### config.mk
export PLATFORM = sky130hd
export DESIGN_NAME = vector_terminal_address_encoder_top
export DESIGN_NICKNAME = d
export VERILOG_FILES = /design/src/rtl/core/vtae_pkg.sv /design/src/rtl/core/vector_terminal_address_encoder_top.sv /design/src/rtl/core/vtae_front.sv /design/src/rtl/core/vtae_queue.sv /design/src/rtl/core/vtae_back.sv
export SDC_FILE = /design/constraint.sdc
export NUM_CORES = 1
export LEC_CHECK = 0
export BUFFER_PORTS_ARGS = -buffer_cell sky130_fd_sc_hd__buf_2
export CORE_ASPECT_RATIO = 0.6
export CORE_MARGIN = 10
export CORE_UTILIZATION = 50
export DETAILED_ROUTE_END_ITERATION = 8
export PLACE_DENSITY_LB_ADDON = 0.05
export SYNTH_ARGS = -nofsm -noshare
export SYNTH_HDL_FRONTEND = slang
export SYNTH_SLANG_ARGS = --single-unit
### constraint.sdc
create_clock -name clk -period 17.6 [get_ports clk]
set_clock_uncertainty 0.2 [all_clocks]
set_input_delay 0.88 -clock clk [delete_from_list [all_inputs] [get_ports clk]]
set_output_delay 0.88 -clock clk [all_outputs]
set_load 0.02 [all_outputs]
### src/rtl/core/vtae_pkg.sv
// shared types and constants for the vector terminal address encoder
package vtae_pkg;

    // tag bits that the terminal uses to tell the address bytes apart
    localparam logic [6:0] SEL_HI  = 7'h20;
    localparam logic [6:0] SEL_LOY = 7'h60;
    localparam logic [6:0] SEL_LOX = 7'h40;
    localparam logic [6:0] PAD_BYTE = 7'h00;

    // squared move distance thresholds, one pad byte per threshold reached
    localparam logic [12:0] PAD_TH1 = 13'd41;
    localparam logic [12:0] PAD_TH2 = 13'd369;
    localparam logic [12:0] PAD_TH3 = 13'd1024;
    localparam logic [12:0] PAD_TH4 = 13'd2008;

    // "none sent" marks held in the previous-part registers after reset
    localparam logic [5:0] NONE_SENT6 = 6'h3F;
    localparam logic [4:0] NONE_SENT5 = 5'h1F;

    // byte slots in emission order
    localparam int SLOT_HIGH_Y = 0;
    localparam int SLOT_EXTRA  = 1;
    localparam int SLOT_LOW_Y  = 2;
    localparam int SLOT_HIGH_X = 3;
    localparam int SLOT_LOW_X  = 4;
    localparam int NUM_SLOTS   = 5;

    // one classified point, handed from the front to the back
    typedef struct packed {
        logic [4:0]           high_y;
        logic [3:0]           extra;
        logic [4:0]           low_y;
        logic [4:0]           high_x;
        logic [4:0]           low_x;
        logic [NUM_SLOTS-1:0] slot_mask;
        logic [2:0]           pads;
    } cmd_t;

endpackage

### src/rtl/core/vector_terminal_address_encoder_top.sv
// top level of the vector terminal graph-mode address encoder
//
// input channel: in_valid/in_ready carry one point (x_coord, y_coord), 12 bits each
// output channel: out_valid/out_ready carry one terminal byte (out_byte) per request,
//   last_byte marks the final byte of a point
// each point gives 1 to 5 address bytes (changed high y, extra, low y, high x, and
//   always low x) followed by 0 to 4 zero pad bytes scaled to the length of the move
// the front classifies a point in the cycle it is taken and writes a command into a
//   short queue (QUEUE_DEPTH entries); the back turns commands into bytes
// path: the first byte of a point passes through a queue entry and then the output register
// throughput: one byte per cycle on the output while out_ready is high, so the 1 to 9
//   bytes of a point leave one after another through the single output register
// the front takes a new point whenever the queue has room, also while bytes of
//   earlier points are still waiting
// reset: the terminal copies of all parts are marked none sent, so the first point
//   sends every address byte and pads for a move from minus one
// output stall: the byte register holds, the back stops, the queue fills and then
//   in_ready drops until the receiver takes bytes again
module vector_terminal_address_encoder_top #(
    parameter int QUEUE_DEPTH = 2
)
(
    input  logic        clk,
    input  logic        rst_n,
    input  logic        in_valid,
    output logic        in_ready,
    input  logic [11:0] x_coord,
    input  logic [11:0] y_coord,
    output logic        out_valid,
    input  logic        out_ready,
    output logic [6:0]  out_byte,
    output logic        last_byte
);

    // front to queue
    logic           q_push;
    logic           q_full;
    vtae_pkg::cmd_t front_cmd;

    // queue to back
    logic           q_pop;
    logic           q_not_empty;
    vtae_pkg::cmd_t q_head;

    vtae_front u_front
    (
        .clk      (clk),
        .rst_n    (rst_n),
        .in_valid (in_valid),
        .in_ready (in_ready),
        .x_coord  (x_coord),
        .y_coord  (y_coord),
        .full     (q_full),
        .push     (q_push),
        .cmd      (front_cmd)
    );

    vtae_queue #(
        .DEPTH (QUEUE_DEPTH)
    ) u_queue
    (
        .clk       (clk),
        .rst_n     (rst_n),
        .push      (q_push),
        .push_data (front_cmd),
        .full      (q_full),
        .pop       (q_pop),
        .not_empty (q_not_empty),
        .head      (q_head)
    );

    // byte sequencer with the output register
    vtae_back u_back
    (
        .clk       (clk),
        .rst_n     (rst_n),
        .not_empty (q_not_empty),
        .head      (q_head),
        .pop       (q_pop),
        .out_valid (out_valid),
        .out_ready (out_ready),
        .out_byte  (out_byte),
        .last_byte (last_byte)
    );

endmodule

### src/rtl/core/vtae_front.sv
// front end: splits a point, decides which bytes to send and the pad count
module vtae_front
(
    input  logic             clk,
    input  logic             rst_n,
    input  logic             in_valid,
    output logic             in_ready,
    input  logic [11:0]      x_coord,
    input  logic [11:0]      y_coord,
    input  logic             full,
    output logic             push,
    output vtae_pkg::cmd_t   cmd
);

    logic [5:0] prev_hx_reg;
    logic [5:0] prev_hy_reg;
    logic [5:0] prev_ly_reg;
    logic [4:0] prev_ex_reg;

    logic [4:0] hx;
    logic [4:0] hy;
    logic [4:0] lx;
    logic [4:0] ly;
    logic [3:0] ex;
    logic       hx_chg;
    logic       hy_chg;
    logic       ly_chg;
    logic       ex_chg;

    logic signed [6:0]  dx;
    logic signed [6:0]  dy;
    logic signed [13:0] dx_w;
    logic signed [13:0] dy_w;
    logic [13:0]        dx_sq;
    logic [13:0]        dy_sq;
    logic [12:0]        dist_sq;
    logic [vtae_pkg::NUM_SLOTS-1:0] mask;

    assign hx = x_coord[11:7];
    assign lx = x_coord[6:2];
    assign hy = y_coord[11:7];
    assign ly = y_coord[6:2];
    assign ex = {y_coord[1:0], x_coord[1:0]};

    assign hx_chg = {1'b0, hx} != prev_hx_reg;
    assign hy_chg = {1'b0, hy} != prev_hy_reg;
    assign ly_chg = {1'b0, ly} != prev_ly_reg;
    assign ex_chg = {1'b0, ex} != prev_ex_reg;

    // move of the high parts; "none sent" counts as -1
    assign dx    = signed'({2'b00, hx}) - signed'({prev_hx_reg[5], prev_hx_reg});
    assign dy    = signed'({2'b00, hy}) - signed'({prev_hy_reg[5], prev_hy_reg});
    assign dx_w  = 14'(dx);
    assign dy_w  = 14'(dy);
    assign dx_sq = unsigned'(dx_w * dx_w);
    assign dy_sq = unsigned'(dy_w * dy_w);
    assign dist_sq = {1'b0, dx_sq[11:0]} + {1'b0, dy_sq[11:0]};

    always_comb
    begin
        mask = '0;
        mask[vtae_pkg::SLOT_HIGH_Y] = hy_chg;
        mask[vtae_pkg::SLOT_LOW_X]  = 1'b1;
        if (hx_chg)
        begin
            mask[vtae_pkg::SLOT_EXTRA]  = ex_chg;
            mask[vtae_pkg::SLOT_LOW_Y]  = 1'b1;
            mask[vtae_pkg::SLOT_HIGH_X] = 1'b1;
        end
        else if (ex_chg)
        begin
            mask[vtae_pkg::SLOT_EXTRA] = 1'b1;
            mask[vtae_pkg::SLOT_LOW_Y] = 1'b1;
        end
        else
        begin
            mask[vtae_pkg::SLOT_LOW_Y] = ly_chg;
        end
    end

    always_comb
    begin
        cmd.high_y    = hy;
        cmd.extra     = ex;
        cmd.low_y     = ly;
        cmd.high_x    = hx;
        cmd.low_x     = lx;
        cmd.slot_mask = mask;
        cmd.pads      = 3'(dist_sq >= vtae_pkg::PAD_TH1) + 3'(dist_sq >= vtae_pkg::PAD_TH2)
                      + 3'(dist_sq >= vtae_pkg::PAD_TH3) + 3'(dist_sq >= vtae_pkg::PAD_TH4);
    end

    assign in_ready = !full;
    assign push     = in_valid && in_ready;

    // after any point the terminal holds exactly its parts, so the copies follow the input
    always_ff @(posedge clk or negedge rst_n)
    begin
        if (!rst_n)
        begin
            prev_hx_reg <= vtae_pkg::NONE_SENT6;
            prev_hy_reg <= vtae_pkg::NONE_SENT6;
            prev_ly_reg <= vtae_pkg::NONE_SENT6;
            prev_ex_reg <= vtae_pkg::NONE_SENT5;
        end
        else if (push)
        begin
            prev_hx_reg <= {1'b0, hx};
            prev_hy_reg <= {1'b0, hy};
            prev_ly_reg <= {1'b0, ly};
            prev_ex_reg <= {1'b0, ex};
        end
    end

    a_state_real_after_request: assert property (@(posedge clk) disable iff (!rst_n)
        push |=> (!prev_hx_reg[5] && !prev_hy_reg[5] && !prev_ly_reg[5] && !prev_ex_reg[4]))
        else $error("previous-part copy still marked none sent after a request");

endmodule

### src/rtl/core/vtae_queue.sv
// short command queue between the front and the back
module vtae_queue #(
    parameter int DEPTH = 2
)
(
    input  logic           clk,
    input  logic           rst_n,
    input  logic           push,
    input  vtae_pkg::cmd_t push_data,
    output logic           full,
    input  logic           pop,
    output logic           not_empty,
    output vtae_pkg::cmd_t head
);

    localparam int PTR_W = (DEPTH > 1) ? $clog2(DEPTH) : 1;
    localparam int CNT_W = $clog2(DEPTH + 1);

    vtae_pkg::cmd_t   entries [DEPTH];
    logic [PTR_W-1:0] wr_ptr_reg;
    logic [PTR_W-1:0] rd_ptr_reg;
    logic [CNT_W-1:0] count_reg;

    assign full      = count_reg == CNT_W'(DEPTH);
    assign not_empty = count_reg != '0;
    assign head      = entries[rd_ptr_reg];

    always_ff @(posedge clk)
    begin
        if (push)
        begin
            entries[wr_ptr_reg] <= push_data;
        end
    end

    always_ff @(posedge clk or negedge rst_n)
    begin
        if (!rst_n)
        begin
            wr_ptr_reg <= '0;
            rd_ptr_reg <= '0;
            count_reg  <= '0;
        end
        else
        begin
            if (push)
            begin
                wr_ptr_reg <= (wr_ptr_reg == PTR_W'(DEPTH - 1)) ? '0 : wr_ptr_reg + 1'b1;
            end
            if (pop)
            begin
                rd_ptr_reg <= (rd_ptr_reg == PTR_W'(DEPTH - 1)) ? '0 : rd_ptr_reg + 1'b1;
            end
            if (push && !pop)
            begin
                count_reg <= count_reg + 1'b1;
            end
            else if (pop && !push)
            begin
                count_reg <= count_reg - 1'b1;
            end
        end
    end

    a_no_push_when_full: assert property (@(posedge clk) disable iff (!rst_n)
        push |-> !full)
        else $error("queue written while full");

    a_no_pop_when_empty: assert property (@(posedge clk) disable iff (!rst_n)
        pop |-> not_empty)
        else $error("queue read while empty");

endmodule

### src/rtl/core/vtae_back.sv
// back end: walks one command byte by byte into the output register
module vtae_back
(
    input  logic           clk,
    input  logic           rst_n,
    input  logic           not_empty,
    input  vtae_pkg::cmd_t head,
    output logic           pop,
    output logic           out_valid,
    input  logic           out_ready,
    output logic [6:0]     out_byte,
    output logic           last_byte
);

    logic                           started_reg;
    logic [vtae_pkg::NUM_SLOTS-1:0] mask_reg;
    logic [2:0]                     pads_reg;
    logic                           out_valid_reg;
    logic [6:0]                     out_byte_reg;
    logic                           last_byte_reg;

    logic [vtae_pkg::NUM_SLOTS-1:0] work_mask;
    logic [2:0]                     work_pads;
    logic [vtae_pkg::NUM_SLOTS-1:0] pick;
    logic [vtae_pkg::NUM_SLOTS-1:0] rem_mask;
    logic [2:0]                     rem_pads;
    logic                           is_pad;
    logic                           done;
    logic                           load;
    logic [6:0]                     byte_next;

    // remaining work of the head command, fresh from the queue on its first byte
    assign work_mask = started_reg ? mask_reg : head.slot_mask;
    assign work_pads = started_reg ? pads_reg : head.pads;

    assign pick     = work_mask & (~work_mask + 1'b1);
    assign is_pad   = work_mask == '0;
    assign rem_mask = work_mask & ~pick;
    assign rem_pads = is_pad ? work_pads - 3'd1 : work_pads;
    assign done     = (rem_mask == '0) && (rem_pads == '0);

    assign load = not_empty && (!out_valid_reg || out_ready);
    assign pop  = load && done;

    always_comb
    begin
        if (pick[vtae_pkg::SLOT_HIGH_Y])
        begin
            byte_next = vtae_pkg::SEL_HI | {2'b00, head.high_y};
        end
        else if (pick[vtae_pkg::SLOT_EXTRA])
        begin
            byte_next = vtae_pkg::SEL_LOY | {3'b000, head.extra};
        end
        else if (pick[vtae_pkg::SLOT_LOW_Y])
        begin
            byte_next = vtae_pkg::SEL_LOY | {2'b00, head.low_y};
        end
        else if (pick[vtae_pkg::SLOT_HIGH_X])
        begin
            byte_next = vtae_pkg::SEL_HI | {2'b00, head.high_x};
        end
        else if (pick[vtae_pkg::SLOT_LOW_X])
        begin
            byte_next = vtae_pkg::SEL_LOX | {2'b00, head.low_x};
        end
        else
        begin
            byte_next = vtae_pkg::PAD_BYTE;
        end
    end

    always_ff @(posedge clk or negedge rst_n)
    begin
        if (!rst_n)
        begin
            started_reg   <= 1'b0;
            out_valid_reg <= 1'b0;
        end
        else
        begin
            if (load)
            begin
                started_reg   <= !done;
                out_valid_reg <= 1'b1;
            end
            else if (out_ready)
            begin
                out_valid_reg <= 1'b0;
            end
        end
    end

    always_ff @(posedge clk)
    begin
        if (load)
        begin
            mask_reg      <= rem_mask;
            pads_reg      <= rem_pads;
            out_byte_reg  <= byte_next;
            last_byte_reg <= done;
        end
    end

    assign out_valid = out_valid_reg;
    assign out_byte  = out_byte_reg;
    assign last_byte = last_byte_reg;

    a_started_has_head: assert property (@(posedge clk) disable iff (!rst_n)
        started_reg |-> not_empty)
        else $error("command in progress but queue is empty");

    a_pop_marks_last: assert property (@(posedge clk) disable iff (!rst_n)
        pop |=> (out_valid_reg && last_byte_reg && !started_reg))
        else $error("command retired without a last byte");

endmodule

==> flow_summary.toml <==
[global_route]
grt_pass1_wl_um = 27400
antenna_found_initial = 1
grt_max_degree = 38
grt_usage_pct = 16.3
grt_overflow = 0
first_global_vias = 5129

[finish]
antenna_cells = 0
drive_above_1_share_pct = 14.7
final_cell_area_mm2 = 0.00863
multi_input_area_mm2 = 0.00439
area_growth_pct = 9.64
fill_cells = 1288
largest_reg_flops = 62
fin_nets = 889
layout_common_cells = "117 x inv_1, 77 x edfxtp_1, 64 x ha_1, 60 x fa_1, 42 x xnor2_1"
regArea_mm2 = 0.00299
final_common_cell = "inv_1"

[synth]
synth_fa_ha_area_share_pct = 25.4
synth_ff_type = "edfxtp_1"
postSynthCellCount = 697
syn_area_mm2 = 0.00788
synth_edf_count = 77
synth_fp_nets = 849
synthSimpleGateAreaFrac_pct = 8.75
synthXorXnorAreaFrac_pct = 6.88
yosysWarnings = 0
muxShareOfSynthArea_pct = 5.58
synthArstFlopShare_pct = 25.2
seq_area_frac_synth_pct = 37.9
synth_top_family_by_area = "adder cells"
synth_compound_area_share_pct = 9.01
ys_ff_latch = 103
yosys.cell_types.count = 61
syn_avg_cell_area_um2 = 11.3

[clock_tree]
cts_tree = "built"
numClockSinks = 103
cts_buffers = 9
cts.path.max_buffers = 2
clk_pin_slew_ns = 0.06
post_cts_buffers = 0
cts_hold_buf = 0
cts_resized = 0
htree_levels = 3
clock_latency_ns = 0.34
root_buffer = "clkbuf_16"

[routing]
wire_per_inst_um = 17.9
ant_nets = 0
dr.pass1.iters = 5
vias = 4969
drt_wl_total_um = 16900
via_per_inst = 5.26
drt_iter0_drc = 280
drc = 0

[flow_run]
max_cap_violations = 0

[die]
die_height_um = 117
rows = 35
core-area_mm2 = 0.0154
io_pins = 38
die_area_mm2 = 0.0213
die_w_um = 182
initial_core_util_pct = 51.2

[setup_path]
critPathKind = "primary input to register"
critPathTopFamily = "adder cells"
critPathRequiredTime_ns = 17.48
path_max_fanout = 10
path_buf_inv = 4
startpoint_type = "primary input"
endpoint_kind = "register"
worst_path_largest_cell_delay_ns = 0.62
slowest_stage = "xor2_1"
crit_arrival_ns = 8.46

[placement]
place.gp.congestion = 0.872
hpwl_um = 13500
portBuffers = 37
postPlaceCellArea_mm2 = 0.00830

[timing]
setup_violations = 0
tightest_slew_ns = 0.839
timing.slew.headroom_pct = 43.7
whs_ns = 0.286
hold_violations = 0
finalCritPeriodShare_pct = 48.7
period_minus_slack_ns = 8.57
drv_slew = 0
fmax_ghz = 0.117
rsz0062_at_grt = "false"
setup-tns-final_ns = 0

[min_path]
hp-class = "register to register"

[status]
status = "finished clean"
==> final timing paths <==
check	startpoint	endpoint	slack [ns]	cells past startpoint
max in group asynchronous	rst_n	u_queue.rd_ptr_reg	16.33	1
min in group asynchronous	rst_n	u_back.started_reg	0.38	1
setup / recovery	y_coord[8]	u_queue.entries[0][1]	9.03	27
setup reg to reg	u_front.prev_hx_reg[1]	u_queue.entries[0][1]	9.15	29
hold / removal	u_front.prev_hy_reg[0]	u_front.prev_hy_reg[0]	0.29	2
hold reg to reg	u_front.prev_hy_reg[0]	u_front.prev_hy_reg[0]	0.29	2
==> cells in the mapped netlist (all sizes together), types with 8 or more instances <==
library cell,number,share of area (%)
o211ai,8,0.76
nand2b,9,0.71
xnor2,43,4.9
edfxtp,77,29
a21oi,23,1.5
nor2,39,2.0
nand2,39,1.9
a21o,16,1.5
inv,117,5.6
fa,60,15
ha,64,10
o21ai,24,1.6
and2,10,0.79
mux2,16,2.3
clkbuf,8,0.38
xor2,18,2.0
dfstp,20,6.7
nor3,8,0.57
mux2i,23,3.2
==> worst min-delay path, stage by stage (launching register included) <==
cell and delay (ns):
dfstp_2 0.37, nand2_1 0.04, o21ai_0 0.07
==> per-stage QoR <==
stage / worst slack [ns] / utilization [%] / instances
after floorplan: 9.45 / - / 697
after global placement: 8.87 / 54.0 / 929
after detailed placement: 8.70 / 54.0 / 929
after CTS: 9.02 / 56.2 / 945
after global routing: 8.45 / 56.2 / 945
final: 9.03 / 56.2 / 945
==> cell type report <==
| cell class | instances | area share (%) |
|---|---|---|
| inverter | 118 | 5.13 |
| tap | 203 | 2.94 |
| sequential | 103 | 34.6 |
| multi-input combinational | 463 | 50.8 |
| clock inverter | 5 | 0.971 |
| clock buffer | 11 | 2.94 |
| timing repair buffer | 42 | 2.58 |
==> metal layers <==
layer / vias up / share of wire, % / GRT usage (%)
met3: 12 / 7.3 / 5.19
met5: - / 0.053 / 0
li1: 2446 / - / -
met1: 2400 / 51 / 23.9
met4: 2 / 0.44 / 2.05
met2: 109 / 41 / 23.3
==> kinds of logic after synthesis <==
group,Yosys count
muxes,39
DFF,103
buffers and inverters,131
adders and majority gates,124
xor gates and xnor gates,61
AOI/OAI and AO/OA,105
and+or+nand+nor,134
Power is left out: the tool's default activity adds up to more than one toggle a clock period on the data nets, which glitch-free logic cannot reach.
